[src/rtl/tlt_pkg.sv]
`timescale 1ns / 1ps
// ----------------------------------------------------------------------------
// tlt_pkg: shared types and constants of the timed line table
// Holds the entry layout, the operation and result codes, the sequencer
// states and the default table depth.
// ----------------------------------------------------------------------------
package tlt_pkg;

    // Default number of entries the table holds.
    localparam int TABLE_DEPTH_DEF = 16;

    // Operation codes carried by the operation field.
    typedef enum logic [1:0] {
        OP_PUSH    = 2'd0,
        OP_CANCEL  = 2'd1,
        OP_ADVANCE = 2'd2,
        OP_QUERY   = 2'd3
    } op_t;

    // Result codes carried by the result_kind field.
    typedef enum logic [2:0] {
        KIND_ACTIVE = 3'd0,
        KIND_NONE   = 3'd1,
        KIND_PUSHED = 3'd2,
        KIND_FULL   = 3'd3,
        KIND_DONE   = 3'd4
    } kind_t;

    // Sequencer states.
    typedef enum logic [1:0] {
        ST_IDLE   = 2'd0,
        ST_SCAN   = 2'd1,
        ST_FINISH = 2'd2
    } state_t;

    // One stored entry, kept as a single memory word.
    typedef struct packed {
        logic [31:0] start;
        logic [31:0] lifetime;
        logic [31:0] tag;
        logic [31:0] speaker;
        logic [7:0]  persona;
        logic [15:0] text_handle;
    } tlt_entry_t;

    localparam int ENTRY_W = $bits(tlt_entry_t);

endpackage

[src/rtl/tlt_ram.sv]
`timescale 1ns / 1ps
// ----------------------------------------------------------------------------
// tlt_ram: generic simple dual-port RAM
// One write port and one read port with a registered, enabled read.
// ----------------------------------------------------------------------------
module tlt_ram #(
    parameter int WIDTH = 8,
    parameter int DEPTH = 16
) (
    input  logic                     clk,
    input  logic                     we,
    input  logic [$clog2(DEPTH)-1:0] waddr,
    input  logic [WIDTH-1:0]         wdata,
    input  logic                     re,
    input  logic [$clog2(DEPTH)-1:0] raddr,
    output logic [WIDTH-1:0]         rdata
);

    logic [WIDTH-1:0] mem [DEPTH];
    logic [WIDTH-1:0] rdata_reg;

    // Write port.
    always_ff @(posedge clk)
    begin
        if (we)
        begin
            mem[waddr] <= wdata;
        end
    end

    // Read port; the data word holds while the read is not enabled.
    always_ff @(posedge clk)
    begin
        if (re)
        begin
            rdata_reg <= mem[raddr];
        end
    end

    assign rdata = rdata_reg;

endmodule

[src/rtl/timed_line_table.sv]
`timescale 1ns / 1ps
// ----------------------------------------------------------------------------
// timed_line_table: ordered table of timed entries
// Order: a push writes the table when accepted and presents its word from the
// finish state. Cancel, advance and query read the table one entry per cycle
// through one shared compare unit, unless a query's result word is held back,
// and present their final word from the finish state once every entry is read.
// Throughput: one word at a time; the input is ready only when idle.
// Reset: asynchronous, active low; empties the table and the result register.
// ----------------------------------------------------------------------------
module timed_line_table
    import tlt_pkg::*;
#(
    parameter int TABLE_DEPTH = TABLE_DEPTH_DEF
) (
    input  logic        clk,
    input  logic        rst_n,
    // Item channel
    input  logic        item_valid,
    output logic        item_ready,
    input  logic [1:0]  operation,
    input  logic [31:0] frame_now,
    input  logic [31:0] line_start,
    input  logic [31:0] line_lifetime,
    input  logic [31:0] line_tag,
    input  logic [31:0] line_speaker,
    input  logic [7:0]  line_persona,
    input  logic [15:0] line_text_handle,
    // Result channel
    output logic        result_valid,
    input  logic        result_ready,
    output logic [2:0]  result_kind,
    output logic [31:0] out_start,
    output logic [31:0] out_lifetime,
    output logic [31:0] out_tag,
    output logic [31:0] out_speaker,
    output logic [7:0]  out_persona,
    output logic [15:0] out_text_handle,
    output logic        last_of_run
);

    localparam int AW = (TABLE_DEPTH > 1) ? $clog2(TABLE_DEPTH) : 1;
    localparam int CW = $clog2(TABLE_DEPTH + 1);
    localparam logic [CW-1:0] FULL_COUNT = CW'(TABLE_DEPTH);

    // Sequencer and table state.
    state_t         state_reg, state_next;
    op_t            op_reg, op_next;
    logic [31:0]    key_reg, key_next;
    kind_t          kind_reg, kind_next;
    logic [CW-1:0]  count_reg, count_next;
    logic [CW-1:0]  rd_idx_reg, rd_idx_next;
    logic [CW-1:0]  wr_idx_reg, wr_idx_next;
    logic           data_vld_reg, data_vld_next;
    tlt_entry_t     pend_reg, pend_next;
    logic           pend_vld_reg, pend_vld_next;

    // Result register.
    logic           out_valid_reg, out_valid_next;
    kind_t          out_kind_reg, out_kind_next;
    tlt_entry_t     out_entry_reg, out_entry_next;
    logic           out_last_reg, out_last_next;

    // Memory port signals.
    logic           ram_we;
    logic [AW-1:0]  ram_waddr;
    tlt_entry_t     ram_wdata;
    logic           ram_re;
    logic [AW-1:0]  ram_raddr;
    logic [ENTRY_W-1:0] ram_rdata;
    tlt_entry_t     cur;

    // Shared compare unit.
    logic [31:0]    end_frame;
    logic           hit;
    logic           out_free;
    logic           need_emit;
    logic           go;
    tlt_entry_t     push_entry;

    tlt_ram #(
        .WIDTH (ENTRY_W),
        .DEPTH (TABLE_DEPTH)
    ) u_ram (
        .clk   (clk),
        .we    (ram_we),
        .waddr (ram_waddr),
        .wdata (ram_wdata),
        .re    (ram_re),
        .raddr (ram_raddr),
        .rdata (ram_rdata)
    );

    assign cur = tlt_entry_t'(ram_rdata);

    // End frame and the operation's test on the entry just read.
    always_comb
    begin
        end_frame = cur.start + cur.lifetime;
        case (op_reg)
            OP_CANCEL:  hit = (cur.tag == key_reg);
            OP_ADVANCE: hit = (end_frame < key_reg);
            OP_QUERY:   hit = (cur.start <= key_reg) && (end_frame >= key_reg);
            default:    hit = 1'b0;
        endcase
    end

    assign out_free   = !out_valid_reg || result_ready;
    assign need_emit  = (state_reg == ST_SCAN) && data_vld_reg && (op_reg == OP_QUERY)
                        && hit && pend_vld_reg;
    assign go         = !(need_emit && !out_free);
    assign item_ready = (state_reg == ST_IDLE);

    always_comb
    begin
        push_entry.start       = line_start;
        push_entry.lifetime    = line_lifetime;
        push_entry.tag         = line_tag;
        push_entry.speaker     = line_speaker;
        push_entry.persona     = line_persona;
        push_entry.text_handle = line_text_handle;
    end

    // Sequencer: next state, memory control and result loading.
    always_comb
    begin
        state_next     = state_reg;
        op_next        = op_reg;
        key_next       = key_reg;
        kind_next      = kind_reg;
        count_next     = count_reg;
        rd_idx_next    = rd_idx_reg;
        wr_idx_next    = wr_idx_reg;
        data_vld_next  = data_vld_reg;
        pend_next      = pend_reg;
        pend_vld_next  = pend_vld_reg;
        out_valid_next = out_valid_reg && !result_ready;
        out_kind_next  = out_kind_reg;
        out_entry_next = out_entry_reg;
        out_last_next  = out_last_reg;
        ram_we         = 1'b0;
        ram_waddr      = wr_idx_reg[AW-1:0];
        ram_wdata      = cur;
        ram_re         = 1'b0;
        ram_raddr      = rd_idx_reg[AW-1:0];

        case (state_reg)
            ST_IDLE:
            begin
                if (item_valid)
                begin
                    op_next       = op_t'(operation);
                    key_next      = (op_t'(operation) == OP_CANCEL) ? line_tag : frame_now;
                    rd_idx_next   = '0;
                    wr_idx_next   = '0;
                    data_vld_next = 1'b0;
                    pend_vld_next = 1'b0;
                    if (op_t'(operation) == OP_PUSH)
                    begin
                        state_next = ST_FINISH;
                        if (count_reg == FULL_COUNT)
                        begin
                            kind_next = KIND_FULL;
                        end
                        else
                        begin
                            kind_next  = KIND_PUSHED;
                            ram_we     = 1'b1;
                            ram_waddr  = count_reg[AW-1:0];
                            ram_wdata  = push_entry;
                            count_next = count_reg + 1'b1;
                        end
                    end
                    else
                    begin
                        state_next = ST_SCAN;
                        kind_next  = (op_t'(operation) == OP_QUERY) ? KIND_NONE : KIND_DONE;
                    end
                end
            end

            ST_SCAN:
            begin
                if (!data_vld_reg && (rd_idx_reg == count_reg))
                begin
                    // Every entry has been seen.
                    state_next = ST_FINISH;
                    if (op_reg != OP_QUERY)
                    begin
                        count_next = wr_idx_reg;
                    end
                end
                else if (go)
                begin
                    // Fetch the next entry.
                    ram_re        = 1'b1;
                    data_vld_next = (rd_idx_reg < count_reg);
                    if (rd_idx_reg < count_reg)
                    begin
                        rd_idx_next = rd_idx_reg + 1'b1;
                    end
                    // Work on the entry fetched by the previous read.
                    if (data_vld_reg)
                    begin
                        if (op_reg == OP_QUERY)
                        begin
                            if (hit)
                            begin
                                if (pend_vld_reg)
                                begin
                                    out_valid_next = 1'b1;
                                    out_kind_next  = KIND_ACTIVE;
                                    out_entry_next = pend_reg;
                                    out_last_next  = 1'b0;
                                end
                                pend_next     = cur;
                                pend_vld_next = 1'b1;
                            end
                        end
                        else if (!hit)
                        begin
                            ram_we      = 1'b1;
                            wr_idx_next = wr_idx_reg + 1'b1;
                        end
                    end
                end
            end

            ST_FINISH:
            begin
                if (out_free)
                begin
                    out_valid_next = 1'b1;
                    out_last_next  = 1'b1;
                    if ((op_reg == OP_QUERY) && pend_vld_reg)
                    begin
                        out_kind_next  = KIND_ACTIVE;
                        out_entry_next = pend_reg;
                    end
                    else
                    begin
                        out_kind_next  = kind_reg;
                        out_entry_next = '0;
                    end
                    state_next = ST_IDLE;
                end
            end

            default:
            begin
                state_next = ST_IDLE;
            end
        endcase
    end

    // Control registers.
    always_ff @(posedge clk or negedge rst_n)
    begin
        if (!rst_n)
        begin
            state_reg     <= ST_IDLE;
            count_reg     <= '0;
            rd_idx_reg    <= '0;
            wr_idx_reg    <= '0;
            data_vld_reg  <= 1'b0;
            pend_vld_reg  <= 1'b0;
            out_valid_reg <= 1'b0;
            op_reg        <= OP_PUSH;
            kind_reg      <= KIND_DONE;
        end
        else
        begin
            state_reg     <= state_next;
            count_reg     <= count_next;
            rd_idx_reg    <= rd_idx_next;
            wr_idx_reg    <= wr_idx_next;
            data_vld_reg  <= data_vld_next;
            pend_vld_reg  <= pend_vld_next;
            out_valid_reg <= out_valid_next;
            op_reg        <= op_next;
            kind_reg      <= kind_next;
        end
    end

    // Payload registers.
    always_ff @(posedge clk)
    begin
        key_reg       <= key_next;
        pend_reg      <= pend_next;
        out_kind_reg  <= out_kind_next;
        out_entry_reg <= out_entry_next;
        out_last_reg  <= out_last_next;
    end

    // Result ports.
    assign result_valid    = out_valid_reg;
    assign result_kind     = out_kind_reg;
    assign out_start       = out_entry_reg.start;
    assign out_lifetime    = out_entry_reg.lifetime;
    assign out_tag         = out_entry_reg.tag;
    assign out_speaker     = out_entry_reg.speaker;
    assign out_persona     = out_entry_reg.persona;
    assign out_text_handle = out_entry_reg.text_handle;
    assign last_of_run     = out_last_reg;

`ifndef SYNTHESIS
    // The table never holds more entries than it has room for.
    assert property (@(posedge clk) disable iff (!rst_n)
        count_reg <= FULL_COUNT)
    else $error("entry count exceeds table depth");

    // During a scan, compaction never writes ahead of the entries already read.
    assert property (@(posedge clk) disable iff (!rst_n)
        (state_reg == ST_SCAN) |->
        ((wr_idx_reg <= rd_idx_reg) && (rd_idx_reg <= count_reg)))
    else $error("scan indexes out of order");

    // A push into a full table leaves the entry count unchanged.
    assert property (@(posedge clk) disable iff (!rst_n)
        (item_valid && item_ready && (operation == OP_PUSH) && (count_reg == FULL_COUNT))
        |=> $stable(count_reg))
    else $error("push into full table changed the count");

    // A scan holds its entry count until it finishes.
    assert property (@(posedge clk) disable iff (!rst_n)
        (state_reg == ST_SCAN) && $past(state_reg == ST_SCAN) |-> $stable(count_reg))
    else $error("entry count changed during a scan");
`endif

endmodule

[config.mk]
export PLATFORM = sky130hd
export DESIGN_NAME = timed_line_table
export DESIGN_NICKNAME = d
export VERILOG_FILES = /design/src/rtl/tlt_pkg.sv /design/src/rtl/tlt_ram.sv /design/src/rtl/timed_line_table.sv
export SDC_FILE = /design/constraint.sdc
export NUM_CORES = 2
export LEC_CHECK = 0
export ABC_AREA = 1
export BUFFER_PORTS_ARGS = -buffer_cell sky130_fd_sc_hd__buf_2
export CORE_ASPECT_RATIO = 0.75
export CORE_UTILIZATION = 30
export CTS_BUF_LIST = sky130_fd_sc_hd__clkbuf_4 sky130_fd_sc_hd__clkbuf_8
export DETAILED_ROUTE_END_ITERATION = 10
export GPL_TIMING_DRIVEN = 0
export SKIP_CTS_REPAIR_TIMING = 1
export SLEW_MARGIN = 20
export SYNTH_ARGS = -nofsm -noshare
export SYNTH_HDL_FRONTEND = slang
export SYNTH_SLANG_ARGS = --single-unit
export TNS_END_PERCENT = 50
[constraint.sdc]
create_clock -name clk -period 29.5 [get_ports clk]
set_input_delay 5.9 -clock clk [delete_from_list [all_inputs] [get_ports clk]]
set_output_delay 5.9 -clock clk [all_outputs]
set_load 0.01 [all_outputs]
==> qor.csv <==
stage;metric;value;unit
die;# rows;198;
die;Ports;348;
cells_and_area;Seq. cell area;88430;um2
job;Max Cap Viol;0;
die;initial core utilization;30.24;%
detailed_routing;DRC viols;0;
timing;Slew Limit Fails;0;
die;Die H;544.2;um
synth;Synth Warn #;0;
synth;fraction of registers with async set/reset;0.8477;%
detailed_routing;Avg WL per Cell;25.69;um
global_routing;vias in the first global route;72170;
synth;syn nets;8825;
placement;post-placement cell area;130000;um2
worst_setup_path;reg2reg setup slack;22320;ps
cells_and_area;max reg flops;2432;
power_and_ir_drop;Sw Share;35.83;%
detailed_routing;Post-DRT Antenna Nets;0;
die;Die Width;725.0;um
timing;Fin. Hold Viols;0;
hold_path;hold depth;0;
cells_and_area;FILL cells;37660;
power_and_ir_drop;Comb power frac;27.9;%
timing;Final period util;30.44;%
power_and_ir_drop;maximum VDD drop;0.05741;mV
power_and_ir_drop;Leakage Power;0.04614;uW
synth;EDFF count, synth;2924;
placement;Detailed Place HPWL;271200;um
timing;Fin Setup TNS;0;ps
cts;Clock transition at path regs;60;ps
global_routing;GRT Total Usage;18.87;%
cts;Clock Latency Late Sink;1100;ps
power_and_ir_drop;part of the power in registers;46.1;%
synth;post-synth top area share;74.66;%
worst_setup_path;crit end category;flop;
die;core area;388900;um2
cells_and_area;share of layout cells above drive strength 1;14.91;%
synth;average size of a mapped cell;13.80;um2
detailed_routing;Total Wirelength;387500;um
hold_path;min-delay worst type;reg2reg;
timing;RSZ-0062 raised after global routing;no;
detailed_routing;drt pass-1 iters;5;
detailed_routing;DR iter-0 viols;10930;
synth;dominant synthesized flop cell;edfxtp_1;
cells_and_area;most common cell after layout, fill and taps aside;edfxtp_1;
cts;root buffer cell;clkbuf_8;
power_and_ir_drop;Net Sw Power;4444;uW
synth;Yosys top cell by area;edfxtp_1;
power_and_ir_drop;clock power share;26.0;%
cells_and_area;Nets;9811;
global_routing;first-pass GRT wire length;537600;um
synth;Cells after Synth;8524;
synth;Yosys cell types;60;
synth;top cells by area, synth;edfxtp_1 75%, nor2_1 5.0%, nand2_1 3.1%;
cts;CTS tree;built;
global_routing;GR Overflow Total;0;
synth;Yosys reg bits;2949;
worst_setup_path;required time worst endpoint;30190;ps
cells_and_area;commonest non-fill, non-tap cells in the layout;2924 x edfxtp_1, 1555 x nor2_1, 959 x nand2_1, 645 x o21ai_0, 465 x buf_2;
cells_and_area;post-layout instance area;138200;um2
die;die area;394600;um2
placement;IO Port Bufs;347;
cts;total CTS buffers;420;
power_and_ir_drop;internal power;7958;uW
worst_setup_path;critical path type;in2reg;
cts;CTS H-tree lvls;5;
cells_and_area;multi-input logic area;26050;um2
timing;Max-slew headroom;19.66;%
power_and_ir_drop;Total Power;12400;uW
timing;Max Fclk;111.4;MHz
detailed_routing;DR vias;77520;
run_status;status;finished, final reports clean;
synth;Syn Std Cell Area;117600;um2
timing;Worst Tran Pin Value;1205;ps
timing;Tmin final;8979;ps
global_routing;pin count of the biggest net entering global routing;26;
worst_setup_path;crit path DAT;9670;ps
detailed_routing;Via density;5.139;
worst_setup_path;Worst Path Max Fanout;22;
power_and_ir_drop;Power per Cell Area;89.73;nW/um2
cells_and_area;area delta synth->final;17.52;%
global_routing;antenna violations before repair;47;
cts;clock sinks;2949;
worst_setup_path;reg2reg path depth;29;
timing;Final Skew;117.3;ps
placement;GPL Wtd Cong;0.8848;
cts;Max clock buf depth;4;
worst_setup_path;CP startpoint kind;input port;
synth;sequential area share after synthesis;75.19;%
timing;Final setup viols;0;
## kinds of logic (layout without fill, tap and decap cells)
group	after synthesis	after routing	synth area share (%)
xor gates and xnor gates	53	53	0.3947
and+or+nand+nor	2893	2893	9.735
DFF	2949	2949	75.19
buffers and inverters	802	2118	2.801
adders and majority gates	111	111	1.187
muxes	283	283	2.443
AOI/OAI and AO/OA	1433	1433	8.250
other	0	45	0
## per-layer routing
metal  share of wire [%]  GRT usage [%]
met3                  12          4.870
met2                  41          26.80
met5               0.020              0
met4                 3.7          6.807
met1                  43          27.66
## stage by stage
| step | utilization [%] | hold WS (ps) | std cells | setup slack [ps] |
|---|---|---|---|---|
| floorplan | - | 426.4 | 8524 | 11230 |
| global placement | 32.36 | 439.8 | 14070 | 891.6 |
| detailed placement | 33.44 | 436.4 | 14290 | 19570 |
| CTS | 35.51 | 452.7 | 15040 | 20620 |
| global route | 35.52 | 462.0 | 15060 | 20400 |
| finish | 35.54 | 450.2 | 15090 | 20520 |
## worst max-delay path: stages
cell and delay [ps]:
buf_2 110, inv_1 240, ha_1 280, inv_1 100, nor2_2 250, nand2_2 380, o21ai_1 380, inv_1 120
nor2_1 290, nand2_1 160, nor2_4 540, buf_12 270, buf_16 190, buf_16 180, buf_12 190
## final cells by class
| class | instances | share of cell area, % |
|---|---|---|
| sequential | 2949 | 63.98 |
| multi-input combinational | 4773 | 18.85 |
| clock buffer | 560 | 4.970 |
| tap | 5200 | 4.707 |
| timing repair buffer | 564 | 4.140 |
| buffer | 518 | 1.643 |
| clock inverter | 192 | 0.8591 |
| inverter | 284 | 0.7713 |
| antenna | 45 | 0.08147 |
## cell usage after synthesis (20+ instances only)
| library cell | n |
|---|---|
| a21oi_1 | 68 |
| buf_1 | 31 |
| buf_2 | 119 |
| buf_4 | 29 |
| clkbuf_1 | 335 |
| dfrtp_1 | 24 |
| edfxtp_1 | 2924 |
| ha_1 | 110 |
| inv_1 | 278 |
| mux2_2 | 32 |
| mux2i_1 | 251 |
| nand2_1 | 959 |
| nand3_1 | 292 |
| nor2_1 | 1572 |
| o211ai_1 | 60 |
| o21ai_0 | 657 |
| o221ai_1 | 251 |
| o32ai_1 | 357 |
| xnor2_1 | 20 |
| xor2_1 | 33 |
## power by group through the flow
stage | registers [uW] | clock network [uW] | logic, uW
final | 5710 | 3230 | 3460
after global routing | 5730 | 3420 | 3720
after CTS | 5720 | 3270 | 3410
after detailed placement | 5800 | 0 | 3400
after global placement | 6010 | 0 | 3240
after floorplan | 5740 | 0 | 1850
## path summary, 6_finish.rpt
| check | start | end |
|---|---|---|
| hold reg to reg | u_ram.rdata[47] | pend_reg[47] |
| min in group asynchronous | rst_n | rd_idx_reg[1] |
| setup reg to reg | u_ram.rdata[141] | out_tag[23] |
| hold / removal | u_ram.rdata[47] | pend_reg[47] |
| setup / recovery | operation[1] | u_ram.mem[6][90] |
| max in group asynchronous | rst_n | wr_idx_reg[2] |
Power figures use the tool's default switching activity.
